$ cat src/design/ffha_pkg.sv
// Shared types, constants and codes of the first-fit heap allocator.
package ffha_pkg;

  // Field widths
  localparam int ADDR_W = 32;
  localparam int SEG_W  = 25;
  localparam int PAD_W  = ADDR_W - SEG_W;

  // Table depth default and header sizes
  localparam int MAX_SEGMENTS_DEF  = 64;
  localparam int NODE_HEADER_BYTES = 32;
  localparam int LIST_HEADER_BYTES = 32;

  localparam logic [SEG_W-1:0] NODE_HDR   = SEG_W'(NODE_HEADER_BYTES);
  localparam logic [SEG_W-1:0] NODE_HDR2  = SEG_W'(2 * NODE_HEADER_BYTES);
  localparam logic [SEG_W-1:0] HDR_BASE   = SEG_W'(LIST_HEADER_BYTES + NODE_HEADER_BYTES);
  localparam logic [SEG_W-1:0] HEAP_MIN   = SEG_W'(128);
  localparam logic [SEG_W-1:0] HEAP_MAX   = SEG_W'(16777216);
  localparam logic [SEG_W-1:0] HEAP_RESET = SEG_W'(1048576);

  // Configuration port
  localparam int CFG_AW = 3;
  localparam logic REG_HEAP_BASE  = 1'b0;
  localparam logic REG_HEAP_BYTES = 1'b1;

  // Request types
  localparam logic REQ_ALLOC = 1'b0;
  localparam logic REQ_FREE  = 1'b1;

  // Shared adder operations
  localparam logic ALU_ADD = 1'b0;
  localparam logic ALU_SUB = 1'b1;

  typedef struct packed {
    logic              req_type;
    logic [SEG_W-1:0]  alloc_bytes;
    logic [ADDR_W-1:0] free_address;
  } req_t;

  typedef struct packed {
    logic              ok;
    logic [ADDR_W-1:0] block_address;
    logic [SEG_W-1:0]  used_bytes;
  } rsp_t;

  typedef struct packed {
    logic [SEG_W-1:0] offset;
    logic [SEG_W-1:0] size;
    logic             busy;
  } seg_t;

  typedef struct packed {
    logic              op;
    logic [ADDR_W-1:0] a;
    logic [ADDR_W-1:0] b;
  } alu_req_t;

  typedef struct packed {
    logic [ADDR_W-1:0] sum;
    logic              carry;
  } alu_rsp_t;

endpackage

$ cat src/design/ffha_alu.sv
// Shared 32-bit add/subtract unit with carry or borrow out.
module ffha_alu (
  input  ffha_pkg::alu_req_t req,
  output ffha_pkg::alu_rsp_t rsp
);
  import ffha_pkg::*;

  logic [ADDR_W:0] wide;

  // Add or subtract one bit wider to expose carry or borrow
  always_comb begin
    case (req.op)
      ALU_ADD: wide = {1'b0, req.a} + {1'b0, req.b};
      ALU_SUB: wide = {1'b0, req.a} - {1'b0, req.b};
      default: wide = {1'b0, req.a} + {1'b0, req.b};
    endcase
  end

  assign rsp.sum   = wide[ADDR_W-1:0];
  assign rsp.carry = wide[ADDR_W];

endmodule

$ cat src/design/ffha_seg_ram.sv
// Segment table memory: one write port, one registered read port.
module ffha_seg_ram #(
  parameter int DEPTH = ffha_pkg::MAX_SEGMENTS_DEF
) (
  input  logic                     clk,
  input  logic                     we,
  input  logic [$clog2(DEPTH)-1:0] waddr,
  input  ffha_pkg::seg_t           wdata,
  input  logic [$clog2(DEPTH)-1:0] raddr,
  output ffha_pkg::seg_t           rdata
);
  import ffha_pkg::*;

  seg_t mem [DEPTH];

  // Write and read the table
  always_ff @(posedge clk) begin
    if (we) begin
      mem[waddr] <= wdata;
    end
    rdata <= mem[raddr];
  end

endmodule

$ cat src/design/first_fit_heap_allocator_core.sv
// Top level of the first-fit heap allocator with coalescing of free neighbors.
//
// Takes one allocate or free item at a time: an item is accepted when start is high and
// busy is low, and its result appears on out_rsp for exactly one cycle with out_valid
// high; the receiver cannot stall it. The segment table lives in a single-port-write,
// single-port-read memory visited one entry per cycle, and all size and address
// arithmetic goes through one shared adder. An allocate scans for the first fitting
// segment; when it is split, the remainder's offset and size are computed and the later
// entries move up one slot to make room for it. A free scans for its block and, when it
// merges with a neighbor, sums the merged sizes and moves the later entries down; a free
// of address zero answers at once. A refused item answers as soon as its scan ends: at a
// zero-size or already-free segment, or past the last entry. After reset, and after each
// heap_bytes write, the table is rebuilt in the S_INIT state, during which busy is high.
module first_fit_heap_allocator_core #(
  parameter int MAX_SEGMENTS = ffha_pkg::MAX_SEGMENTS_DEF
) (
  input  logic                          clk,
  input  logic                          rst_n,
  input  logic                          start,
  output logic                          busy,
  input  ffha_pkg::req_t                in_req,
  output logic                          out_valid,
  output ffha_pkg::rsp_t                out_rsp,
  input  logic                          psel,
  input  logic                          penable,
  input  logic                          pwrite,
  input  logic [ffha_pkg::CFG_AW-1:0]   paddr,
  input  logic [31:0]                   pwdata,
  output logic [31:0]                   prdata,
  output logic                          pready
);
  import ffha_pkg::*;

  localparam int AW = $clog2(MAX_SEGMENTS);
  localparam int CW = $clog2(MAX_SEGMENTS + 2);
  localparam logic [CW-1:0] MAX_CNT = CW'(MAX_SEGMENTS);
  localparam logic [CW-1:0] ONE     = CW'(1);
  localparam logic [CW-1:0] TWO     = CW'(2);

  // Sequencer states
  localparam logic [4:0] S_INIT   = 5'd0;
  localparam logic [4:0] S_IDLE   = 5'd1;
  localparam logic [4:0] S_SCAN   = 5'd2;
  localparam logic [4:0] S_F_NEXT = 5'd3;
  localparam logic [4:0] S_F_SUB  = 5'd4;
  localparam logic [4:0] S_F_ACC1 = 5'd5;
  localparam logic [4:0] S_F_ACC2 = 5'd6;
  localparam logic [4:0] S_F_ACC3 = 5'd7;
  localparam logic [4:0] S_F_USED = 5'd8;
  localparam logic [4:0] S_DN     = 5'd9;
  localparam logic [4:0] S_A_OFF1 = 5'd10;
  localparam logic [4:0] S_A_OFF2 = 5'd11;
  localparam logic [4:0] S_A_SIZE = 5'd12;
  localparam logic [4:0] S_A_HDR  = 5'd13;
  localparam logic [4:0] S_UP     = 5'd14;
  localparam logic [4:0] S_A_INS  = 5'd15;
  localparam logic [4:0] S_A_USED = 5'd16;
  localparam logic [4:0] S_A_ADDR = 5'd17;

  logic [4:0]        state_r, state_nxt;
  logic [CW-1:0]     cnt_r, cnt_nxt;
  logic [SEG_W-1:0]  used_r, used_nxt;
  logic [ADDR_W-1:0] base_r;
  logic [SEG_W-1:0]  hbytes_r;
  req_t              req_r, req_nxt;
  logic [CW-1:0]     idx_r, idx_nxt;
  logic [CW-1:0]     k_r, k_nxt;
  logic [CW-1:0]     ptr_r, ptr_nxt;
  seg_t              cur_r, cur_nxt;
  seg_t              prev_r, prev_nxt;
  seg_t              next_r, next_nxt;
  logic              pf_r, pf_nxt;
  logic              nf_r, nf_nxt;
  logic              split_r, split_nxt;
  logic              dist2_r, dist2_nxt;
  logic [SEG_W-1:0]  acc_r, acc_nxt;
  logic [SEG_W-1:0]  tmp_r, tmp_nxt;
  logic              out_valid_r, out_valid_nxt;
  rsp_t              out_rsp_r, out_rsp_nxt;

  // Index arithmetic
  logic [CW-1:0] idx_inc, k_inc, k_inc2, k_dec, cnt_dec, move_len;
  logic [CW-1:0] ptr_inc, ptr_dec, ptr_dec2, ptr_dst, src;
  logic [SEG_W-1:0] hdr, size_k;
  logic             both;

  // Table and adder ports
  logic          ram_we;
  logic [AW-1:0] ram_waddr, ram_raddr;
  seg_t          ram_wdata, ram_rdata;
  alu_req_t      alu_req;
  alu_rsp_t      alu_rsp;

  // Finish strobe of the sequencer
  logic              fin, fin_ok;
  logic [ADDR_W-1:0] fin_addr;

  // Configuration decode
  logic             cfg_wr;
  logic [SEG_W-1:0] wr_bytes, hb_clamped;

  ffha_seg_ram #(
    .DEPTH (MAX_SEGMENTS)
  ) u_seg_ram (
    .clk   (clk),
    .we    (ram_we),
    .waddr (ram_waddr),
    .wdata (ram_wdata),
    .raddr (ram_raddr),
    .rdata (ram_rdata)
  );

  ffha_alu u_alu (
    .req (alu_req),
    .rsp (alu_rsp)
  );

  assign busy      = (state_r != S_IDLE);
  assign out_valid = out_valid_r;
  assign out_rsp   = out_rsp_r;
  assign pready    = 1'b1;
  assign cfg_wr    = psel && penable && pwrite && pready;

  // Clamp a heap size write into its legal range
  assign wr_bytes   = pwdata[SEG_W-1:0];
  assign hb_clamped = (wr_bytes < HEAP_MIN) ? HEAP_MIN :
                      (wr_bytes > HEAP_MAX) ? HEAP_MAX : wr_bytes;

  // Return register contents
  always_comb begin
    case (paddr[CFG_AW-1])
      REG_HEAP_BASE:  prdata = base_r;
      REG_HEAP_BYTES: prdata = {{PAD_W{1'b0}}, hbytes_r};
      default:        prdata = '0;
    endcase
  end

  // Derive neighbor indexes and merge parameters
  always_comb begin
    idx_inc  = idx_r + ONE;
    k_inc    = k_r + ONE;
    k_inc2   = k_r + TWO;
    k_dec    = k_r - ONE;
    cnt_dec  = cnt_r - ONE;
    move_len = dist2_r ? TWO : ONE;
    ptr_inc  = ptr_r + ONE;
    ptr_dec  = ptr_r - ONE;
    ptr_dec2 = ptr_r - TWO;
    ptr_dst  = ptr_r - move_len;
    both     = pf_r && nf_r;
    src      = (pf_r && !nf_r) ? k_inc : k_inc2;
    hdr      = both ? NODE_HDR2 : NODE_HDR;
    size_k   = split_r ? req_r.alloc_bytes : cur_r.size;
  end

  // Sequence one item through the table and the shared adder
  always_comb begin
    state_nxt     = state_r;
    cnt_nxt       = cnt_r;
    used_nxt      = used_r;
    req_nxt       = req_r;
    idx_nxt       = idx_r;
    k_nxt         = k_r;
    ptr_nxt       = ptr_r;
    cur_nxt       = cur_r;
    prev_nxt      = prev_r;
    next_nxt      = next_r;
    pf_nxt        = pf_r;
    nf_nxt        = nf_r;
    split_nxt     = split_r;
    dist2_nxt     = dist2_r;
    acc_nxt       = acc_r;
    tmp_nxt       = tmp_r;
    ram_we        = 1'b0;
    ram_waddr     = '0;
    ram_wdata     = '0;
    ram_raddr     = '0;
    alu_req.op    = ALU_ADD;
    alu_req.a     = '0;
    alu_req.b     = '0;
    fin           = 1'b0;
    fin_ok        = 1'b0;
    fin_addr      = '0;

    case (state_r)
      S_INIT: begin
        // Rebuild the table as one free segment
        alu_req.op       = ALU_SUB;
        alu_req.a        = {{PAD_W{1'b0}}, hbytes_r};
        alu_req.b        = {{PAD_W{1'b0}}, HDR_BASE};
        ram_we           = 1'b1;
        ram_waddr        = '0;
        ram_wdata.offset = HDR_BASE;
        ram_wdata.size   = alu_rsp.sum[SEG_W-1:0];
        ram_wdata.busy   = 1'b0;
        cnt_nxt          = ONE;
        used_nxt         = HDR_BASE;
        state_nxt        = S_IDLE;
      end

      S_IDLE: begin
        // Take an item and fetch the first entry
        if (start) begin
          req_nxt   = in_req;
          idx_nxt   = '0;
          ram_raddr = '0;
          if (in_req.req_type == REQ_FREE && in_req.free_address == '0) begin
            fin = 1'b1;
          end else begin
            state_nxt = S_SCAN;
          end
        end
      end

      S_SCAN: begin
        // Examine one entry a cycle, fetching the next one meanwhile
        ram_raddr = idx_inc[AW-1:0];
        if (idx_r == cnt_r) begin
          fin       = 1'b1;
          state_nxt = S_IDLE;
        end else if (req_r.req_type == REQ_ALLOC) begin
          alu_req.op = ALU_SUB;
          alu_req.a  = {{PAD_W{1'b0}}, ram_rdata.size};
          alu_req.b  = {{PAD_W{1'b0}}, req_r.alloc_bytes};
          if (ram_rdata.size == '0) begin
            fin       = 1'b1;
            state_nxt = S_IDLE;
          end else if (ram_rdata.busy || alu_rsp.carry) begin
            idx_nxt = idx_inc;
          end else begin
            k_nxt   = idx_r;
            cur_nxt = ram_rdata;
            acc_nxt = alu_rsp.sum[SEG_W-1:0];
            if (alu_rsp.sum[SEG_W-1:0] > NODE_HDR && cnt_r < MAX_CNT) begin
              split_nxt = 1'b1;
              state_nxt = S_A_OFF1;
            end else begin
              split_nxt = 1'b0;
              state_nxt = S_A_USED;
            end
          end
        end else begin
          alu_req.op = ALU_ADD;
          alu_req.a  = base_r;
          alu_req.b  = {{PAD_W{1'b0}}, ram_rdata.offset};
          if (alu_rsp.sum == req_r.free_address) begin
            if (!ram_rdata.busy) begin
              fin       = 1'b1;
              state_nxt = S_IDLE;
            end else begin
              k_nxt   = idx_r;
              cur_nxt = ram_rdata;
              pf_nxt  = (idx_r != '0) && !prev_r.busy;
              if (idx_inc < cnt_r) begin
                state_nxt = S_F_NEXT;
              end else begin
                nf_nxt    = 1'b0;
                state_nxt = S_F_SUB;
              end
            end
          end else begin
            prev_nxt = ram_rdata;
            idx_nxt  = idx_inc;
          end
        end
      end

      S_F_NEXT: begin
        // Capture the right neighbor
        next_nxt  = ram_rdata;
        nf_nxt    = !ram_rdata.busy;
        state_nxt = S_F_SUB;
      end

      S_F_SUB: begin
        // Drop the freed bytes from the used count
        alu_req.op = ALU_SUB;
        alu_req.a  = {{PAD_W{1'b0}}, used_r};
        alu_req.b  = {{PAD_W{1'b0}}, cur_r.size};
        used_nxt   = alu_rsp.sum[SEG_W-1:0];
        if (!pf_r && !nf_r) begin
          ram_we           = 1'b1;
          ram_waddr        = k_r[AW-1:0];
          ram_wdata.offset = cur_r.offset;
          ram_wdata.size   = cur_r.size;
          ram_wdata.busy   = 1'b0;
          fin              = 1'b1;
          fin_ok           = 1'b1;
          state_nxt        = S_IDLE;
        end else begin
          state_nxt = S_F_ACC1;
        end
      end

      S_F_ACC1: begin
        // Sum the first two sizes of the merge
        alu_req.op = ALU_ADD;
        alu_req.a  = {{PAD_W{1'b0}}, (pf_r ? prev_r.size : cur_r.size)};
        alu_req.b  = {{PAD_W{1'b0}}, (pf_r ? cur_r.size : next_r.size)};
        acc_nxt    = alu_rsp.sum[SEG_W-1:0];
        state_nxt  = both ? S_F_ACC2 : S_F_ACC3;
      end

      S_F_ACC2: begin
        // Add the right neighbor of a three-way merge
        alu_req.op = ALU_ADD;
        alu_req.a  = {{PAD_W{1'b0}}, acc_r};
        alu_req.b  = {{PAD_W{1'b0}}, next_r.size};
        acc_nxt    = alu_rsp.sum[SEG_W-1:0];
        state_nxt  = S_F_ACC3;
      end

      S_F_ACC3: begin
        // Reclaim the headers of the merged segments
        alu_req.op = ALU_ADD;
        alu_req.a  = {{PAD_W{1'b0}}, acc_r};
        alu_req.b  = {{PAD_W{1'b0}}, hdr};
        acc_nxt    = alu_rsp.sum[SEG_W-1:0];
        state_nxt  = S_F_USED;
      end

      S_F_USED: begin
        // Write the merged segment and start closing the gap
        alu_req.op       = ALU_SUB;
        alu_req.a        = {{PAD_W{1'b0}}, used_r};
        alu_req.b        = {{PAD_W{1'b0}}, hdr};
        used_nxt         = alu_rsp.sum[SEG_W-1:0];
        ram_we           = 1'b1;
        ram_waddr        = pf_r ? k_dec[AW-1:0] : k_r[AW-1:0];
        ram_wdata.offset = pf_r ? prev_r.offset : cur_r.offset;
        ram_wdata.size   = acc_r;
        ram_wdata.busy   = 1'b0;
        dist2_nxt        = both;
        if (src < cnt_r) begin
          ram_raddr = src[AW-1:0];
          ptr_nxt   = src;
          state_nxt = S_DN;
        end else begin
          cnt_nxt   = cnt_r - (both ? TWO : ONE);
          fin       = 1'b1;
          fin_ok    = 1'b1;
          state_nxt = S_IDLE;
        end
      end

      S_DN: begin
        // Move one entry down per cycle
        ram_we    = 1'b1;
        ram_waddr = ptr_dst[AW-1:0];
        ram_wdata = ram_rdata;
        if (ptr_inc == cnt_r) begin
          cnt_nxt   = cnt_r - move_len;
          fin       = 1'b1;
          fin_ok    = 1'b1;
          state_nxt = S_IDLE;
        end else begin
          ram_raddr = ptr_inc[AW-1:0];
          ptr_nxt   = ptr_inc;
        end
      end

      S_A_OFF1: begin
        // Offset of the split remainder, first part
        alu_req.op = ALU_ADD;
        alu_req.a  = {{PAD_W{1'b0}}, cur_r.offset};
        alu_req.b  = {{PAD_W{1'b0}}, req_r.alloc_bytes};
        tmp_nxt    = alu_rsp.sum[SEG_W-1:0];
        state_nxt  = S_A_OFF2;
      end

      S_A_OFF2: begin
        // Step over the new node header
        alu_req.op = ALU_ADD;
        alu_req.a  = {{PAD_W{1'b0}}, tmp_r};
        alu_req.b  = {{PAD_W{1'b0}}, NODE_HDR};
        tmp_nxt    = alu_rsp.sum[SEG_W-1:0];
        state_nxt  = S_A_SIZE;
      end

      S_A_SIZE: begin
        // Size of the split remainder
        alu_req.op = ALU_SUB;
        alu_req.a  = {{PAD_W{1'b0}}, acc_r};
        alu_req.b  = {{PAD_W{1'b0}}, NODE_HDR};
        acc_nxt    = alu_rsp.sum[SEG_W-1:0];
        state_nxt  = S_A_HDR;
      end

      S_A_HDR: begin
        // Count the new header and start opening a slot
        alu_req.op = ALU_ADD;
        alu_req.a  = {{PAD_W{1'b0}}, used_r};
        alu_req.b  = {{PAD_W{1'b0}}, NODE_HDR};
        used_nxt   = alu_rsp.sum[SEG_W-1:0];
        if (k_inc < cnt_r) begin
          ram_raddr = cnt_dec[AW-1:0];
          ptr_nxt   = cnt_r;
          state_nxt = S_UP;
        end else begin
          state_nxt = S_A_INS;
        end
      end

      S_UP: begin
        // Move one entry up per cycle, top first
        ram_we    = 1'b1;
        ram_waddr = ptr_r[AW-1:0];
        ram_wdata = ram_rdata;
        if (ptr_r == k_inc2) begin
          state_nxt = S_A_INS;
        end else begin
          ram_raddr = ptr_dec2[AW-1:0];
          ptr_nxt   = ptr_dec;
        end
      end

      S_A_INS: begin
        // Insert the free remainder after the block
        ram_we           = 1'b1;
        ram_waddr        = k_inc[AW-1:0];
        ram_wdata.offset = tmp_r;
        ram_wdata.size   = acc_r;
        ram_wdata.busy   = 1'b0;
        cnt_nxt          = cnt_r + ONE;
        state_nxt        = S_A_USED;
      end

      S_A_USED: begin
        // Mark the block busy and count its bytes
        alu_req.op       = ALU_ADD;
        alu_req.a        = {{PAD_W{1'b0}}, used_r};
        alu_req.b        = {{PAD_W{1'b0}}, size_k};
        used_nxt         = alu_rsp.sum[SEG_W-1:0];
        ram_we           = 1'b1;
        ram_waddr        = k_r[AW-1:0];
        ram_wdata.offset = cur_r.offset;
        ram_wdata.size   = size_k;
        ram_wdata.busy   = 1'b1;
        state_nxt        = S_A_ADDR;
      end

      S_A_ADDR: begin
        // Report the payload address
        alu_req.op = ALU_ADD;
        alu_req.a  = base_r;
        alu_req.b  = {{PAD_W{1'b0}}, cur_r.offset};
        fin        = 1'b1;
        fin_ok     = 1'b1;
        fin_addr   = alu_rsp.sum;
        state_nxt  = S_IDLE;
      end

      default: begin
        state_nxt = S_INIT;
      end
    endcase

    // A heap size write rebuilds the table
    if (cfg_wr && paddr[CFG_AW-1] == REG_HEAP_BYTES) begin
      state_nxt = S_INIT;
    end

    // Form the result item
    out_valid_nxt             = fin;
    out_rsp_nxt               = out_rsp_r;
    if (fin) begin
      out_rsp_nxt.ok            = fin_ok;
      out_rsp_nxt.block_address = fin_addr;
      out_rsp_nxt.used_bytes    = used_nxt;
    end
  end

  // Control and configuration registers
  always_ff @(posedge clk) begin
    if (!rst_n) begin
      state_r     <= S_INIT;
      cnt_r       <= ONE;
      used_r      <= HDR_BASE;
      base_r      <= '0;
      hbytes_r    <= HEAP_RESET;
      out_valid_r <= 1'b0;
      idx_r       <= '0;
      k_r         <= '0;
      ptr_r       <= '0;
      pf_r        <= 1'b0;
      nf_r        <= 1'b0;
      split_r     <= 1'b0;
      dist2_r     <= 1'b0;
    end else begin
      state_r     <= state_nxt;
      cnt_r       <= cnt_nxt;
      used_r      <= used_nxt;
      out_valid_r <= out_valid_nxt;
      idx_r       <= idx_nxt;
      k_r         <= k_nxt;
      ptr_r       <= ptr_nxt;
      pf_r        <= pf_nxt;
      nf_r        <= nf_nxt;
      split_r     <= split_nxt;
      dist2_r     <= dist2_nxt;
      if (cfg_wr) begin
        case (paddr[CFG_AW-1])
          REG_HEAP_BASE:  base_r   <= pwdata;
          REG_HEAP_BYTES: hbytes_r <= hb_clamped;
          default:        base_r   <= base_r;
        endcase
      end
    end
  end

  // Payload registers
  always_ff @(posedge clk) begin
    req_r     <= req_nxt;
    cur_r     <= cur_nxt;
    prev_r    <= prev_nxt;
    next_r    <= next_nxt;
    acc_r     <= acc_nxt;
    tmp_r     <= tmp_nxt;
    out_rsp_r <= out_rsp_nxt;
  end

  // Segment count stays within the table
  a_cnt_range: assert property (@(posedge clk) disable iff (!rst_n)
    (cnt_r != '0) && (cnt_r <= MAX_CNT))
    else $error("segment count out of range");

  // An accepted item other than a null free keeps the block busy
  a_accept_busy: assert property (@(posedge clk) disable iff (!rst_n)
    (start && !busy && !(in_req.req_type == REQ_FREE && in_req.free_address == '0))
    |=> busy)
    else $error("accepted item did not occupy the sequencer");

  // Opening a slot never moves the chosen entry itself
  a_up_bound: assert property (@(posedge clk) disable iff (!rst_n)
    (state_r == S_UP) |-> (ptr_r > k_inc))
    else $error("shift up pointer passed the split entry");

  // Closing a gap only reads live entries
  a_dn_bound: assert property (@(posedge clk) disable iff (!rst_n)
    (state_r == S_DN) |-> (ptr_r < cnt_r))
    else $error("shift down pointer beyond table end");

  // A reported address implies success
  a_addr_ok: assert property (@(posedge clk) disable iff (!rst_n)
    (out_valid && out_rsp.block_address != '0) |-> out_rsp.ok)
    else $error("address reported on a failed item");

endmodule

$ cat config.mk
export PLATFORM = sky130hd
export DESIGN_NAME = first_fit_heap_allocator_core
export DESIGN_NICKNAME = d
export VERILOG_FILES = /design/src/design/ffha_pkg.sv /design/src/design/ffha_alu.sv /design/src/design/ffha_seg_ram.sv /design/src/design/first_fit_heap_allocator_core.sv
export SDC_FILE = /design/constraint.sdc
export NUM_CORES = 2
export LEC_CHECK = 0
export BUFFER_PORTS_ARGS = -buffer_cell sky130_fd_sc_hd__buf_2
export CORE_MARGIN = 10
export CORE_UTILIZATION = 57
export DETAILED_ROUTE_END_ITERATION = 8
export PLACE_DENSITY = 0.75
export RECOVER_POWER = 50
export SYNTH_ARGS = -nofsm -noshare
export SYNTH_HDL_FRONTEND = slang
export SYNTH_HIERARCHICAL = 1
export SYNTH_SLANG_ARGS = --single-unit
$ cat constraint.sdc
create_clock -name clk -period 9.1 [get_ports clk]
set_clock_uncertainty 0.15 [all_clocks]
set_input_delay 1.82 -clock clk [delete_from_list [all_inputs] [get_ports clk]]
set_output_delay 1.82 -clock clk [all_outputs]
set_load 0.01 [all_outputs]
==> impl_metrics.toml <==
[route]
drt_iter0_markers = 13100
ant_nets = 0
viasPerCell = 6.97
drcViolationCount = 0
wl_per_cell_um = 36.0
first_pass_iters = 7
routed_wirelength_mm = 423
vias = 82000

[power]
p_clk_frac = 0.280
power_frac_comb = 0.268
internal-power_uw = 37200
swShare = 0.321
pwr-share-seq = 0.452
total_power_uw = 54800
vdd_drop_max_mv = 0.521
netSwitchingPower_uw = 17600
leakage_uw = 0.0519
p_per_area_nw_per_um2 = 328

[clock_tree]
cts_setup_buffers = 0
cts_buffers = 367
tritoncts = "yes"
cts_buffer_depth = 4
insertion_delay_ps = 960
ctsResizeCount = 0
holdBufCountCts = 0
cts.htree.levels = 5
clock-sinks = 3727
path_clk_slew_ps = 60
root_buffer = "clkbuf_16"

[sta]
slew_viol_final = 3458
tns_ps = 0
relSlewSlack = -1.34
post-route-period-util = 0.979
worstMarginPinSlew_ps = 3510
min_period_ps = 8910
rsz0062_at_grt = "false"
max_freq_ghz = 0.112
finalSetupViolations = 0
hold_viol_final = 0

[synthesis]
ys_top_cells_by_area = "edfxtp_1 (72%), mux4_2 (13%), dfxtp_1 (2.3%)"
synth_top_flop_cell = "edfxtp_1"
synth-edff-count = 3556
synth_top_area_cell = "edfxtp_1"
ys_seq_area_frac = 0.742
synthTopCellsByCount = "edfxtp_1 (3556), mux4_2 (870), nand2_1 (398)"
ys_types = 103
yosysMostFrequentCell = "edfxtp_1"
syn_area_um2 = 148000
synth_top_area_frac = 0.719
ys_warn_count = 6
synthCells = 7585
syn-mean-instance-area_um2 = 19.6
synth.ff_latch_count = 3727
synthArstFlopShare = 0

[grt]
grt_pass1_wl_mm = 603
grt_pass1_vias = 81400
grt_overflow_total = 0
grt_start_max_net_pins = 113
grt_usage = 0.297
antenna_found_initial = 24

[placement]
routabilityCongestion = 0.963
dp_hpwl_mm = 244
port_buffers = 188

[setup_path]
slowest_delay_ps = 2590
cp_cell_sequence = "buf_4 > nor2_1 > and3_1 > nor2_1 > o21ai_4 > clkbuf_1 > o21ai_0 > o221ai_1 > nand3b_1 > or2_0 > nor2_1 > buf_4"
critical-path-slowest-cell = "nor2_1"
end_kind = "register"
critPathKind = "reg2reg"
critPathMaxFanout = 35
startpoint_type = "register"
crit_top_cell = "nor2_1"
cp_data_required_time_ps = 9510
cp.arrival_ps = 9320

[floorplanning]
fp.dieW_um = 530
die_y_um = 530
die_area_um2 = 281000
io_pins = 192
coreArea_um2 = 259000
placement_rows = 187
start_util = 0.572

[status]
status = "finished with violations"
violations = "max-capacitance violations, max-slew violations"

[cells_and_area]
seqCellArea_um2 = 110000
multi_input_area_um2 = 36400
syn_to_final_growth_pct = 12.4
drive_above_1_share = 0.236
fin_nets = 8229
nFillCells = 16700

[run]
drv_cap = 94

[worst_hold_path]
hold_class = "reg2reg"
## logic make-up (layout without fill, tap and decap cells)
group / Yosys count / after routing / share of synthesized area
DFF: 3727 / 3727 / 0.742
muxes: 1094 / 1094 / 0.148
and+or+nand+nor: 1066 / 1066 / 0.0334
AOI/OAI and AO/OA: 972 / 972 / 0.0463
buffers and inverters: 510 / 1261 / 0.0152
xor gates and xnor gates: 138 / 138 / 0.00842
adders and majority gates: 76 / 76 / 0.00656
other: 2 / 29 / 0.0000506
## layer usage
metal,global-route usage,vias up,part of all wire
li1,-,32400,-
met1,0.405,42200,0.35
met2,0.471,6222,0.47
met3,0.0686,1103,0.13
met4,0.120,18,0.049
met5,0,-,0.00042
## critical path: cells and delay by family (launching register included)
kind            cells  cell delay (ps)
flops               1              330
buf+inv             3             1910
compound gates      3             1110
simple gates        6             4950
## placed cells by master (no fill, tap or decap), types with 125 or more instances in the layout
cell       instances
a21oi_1          175
buf_4            255
clkbuf_1         233
clkbuf_16        368
dfxtp_1          171
edfxtp_1        3556
mux2i_1          125
mux4_2           870
nand2_1          377
nor2_1           256
o21ai_0          145
o22ai_1          172
## area by class of cell
type / instances / share of cell area
well taps: 3402 / 0.0255
clock buffers: 444 / 0.0575
flip-flops and latches: 3727 / 0.661
clock inverters: 226 / 0.0156
diodes: 8 / 0.000120
repair buffers: 531 / 0.0209
inverters: 60 / 0.00137
multi-input cells: 3367 / 0.218
## power by group through the flow
stage / sequential [uW] / combinational (uW) / clock [uW]
after CTS: 24700 / 14500 / 15500
after global routing: 24800 / 15500 / 16200
final: 24800 / 14700 / 15300
after detailed placement: 25000 / 14400 / 0
after floorplan: 25000 / 8280 / 0
after global placement: 25000 / 13900 / 0
## registers in the layout, indices dropped and copies added (netlist names), 32 cells and up
signal,flops
u_seg_ram/rdata,51
req_r,58
u_seg_ram/mem,3264
out_rsp,58
prev_r,51
cur_r,50
base_r,32
## final timing paths
path | start | endpoint | slack (ps) | cells after the start
min reg2reg | base_r[5]$_SDFFE_PN0P_ | base_r[5]$_SDFFE_PN0P_ | 350 | 2
max reg2reg | pf_r$_SDFFE_PN0P_ | u_seg_ram/mem[30][19]$_DFFE_PP_ | 190 | 12
min | base_r[5]$_SDFFE_PN0P_ | base_r[5]$_SDFFE_PN0P_ | 350 | 2
max | pf_r$_SDFFE_PN0P_ | u_seg_ram/mem[30][19]$_DFFE_PP_ | 190 | 12
## per-stage QoR
stage          instances  setup slack, ps  cell area, um^2  hold slack (ps)   util
2_1_floorplan       7604              617           149000              256      -
3_3_place_gp       11100              551           155000              318  0.599
3_5_place_dp       11100              682           155000              335  0.599
4_1_cts            11800              599           168000              346  0.646
5_1_grt            11800              133           167000              361  0.643
6_report           11800              190           167000              348  0.643
(Power assumes the default switching activity.)
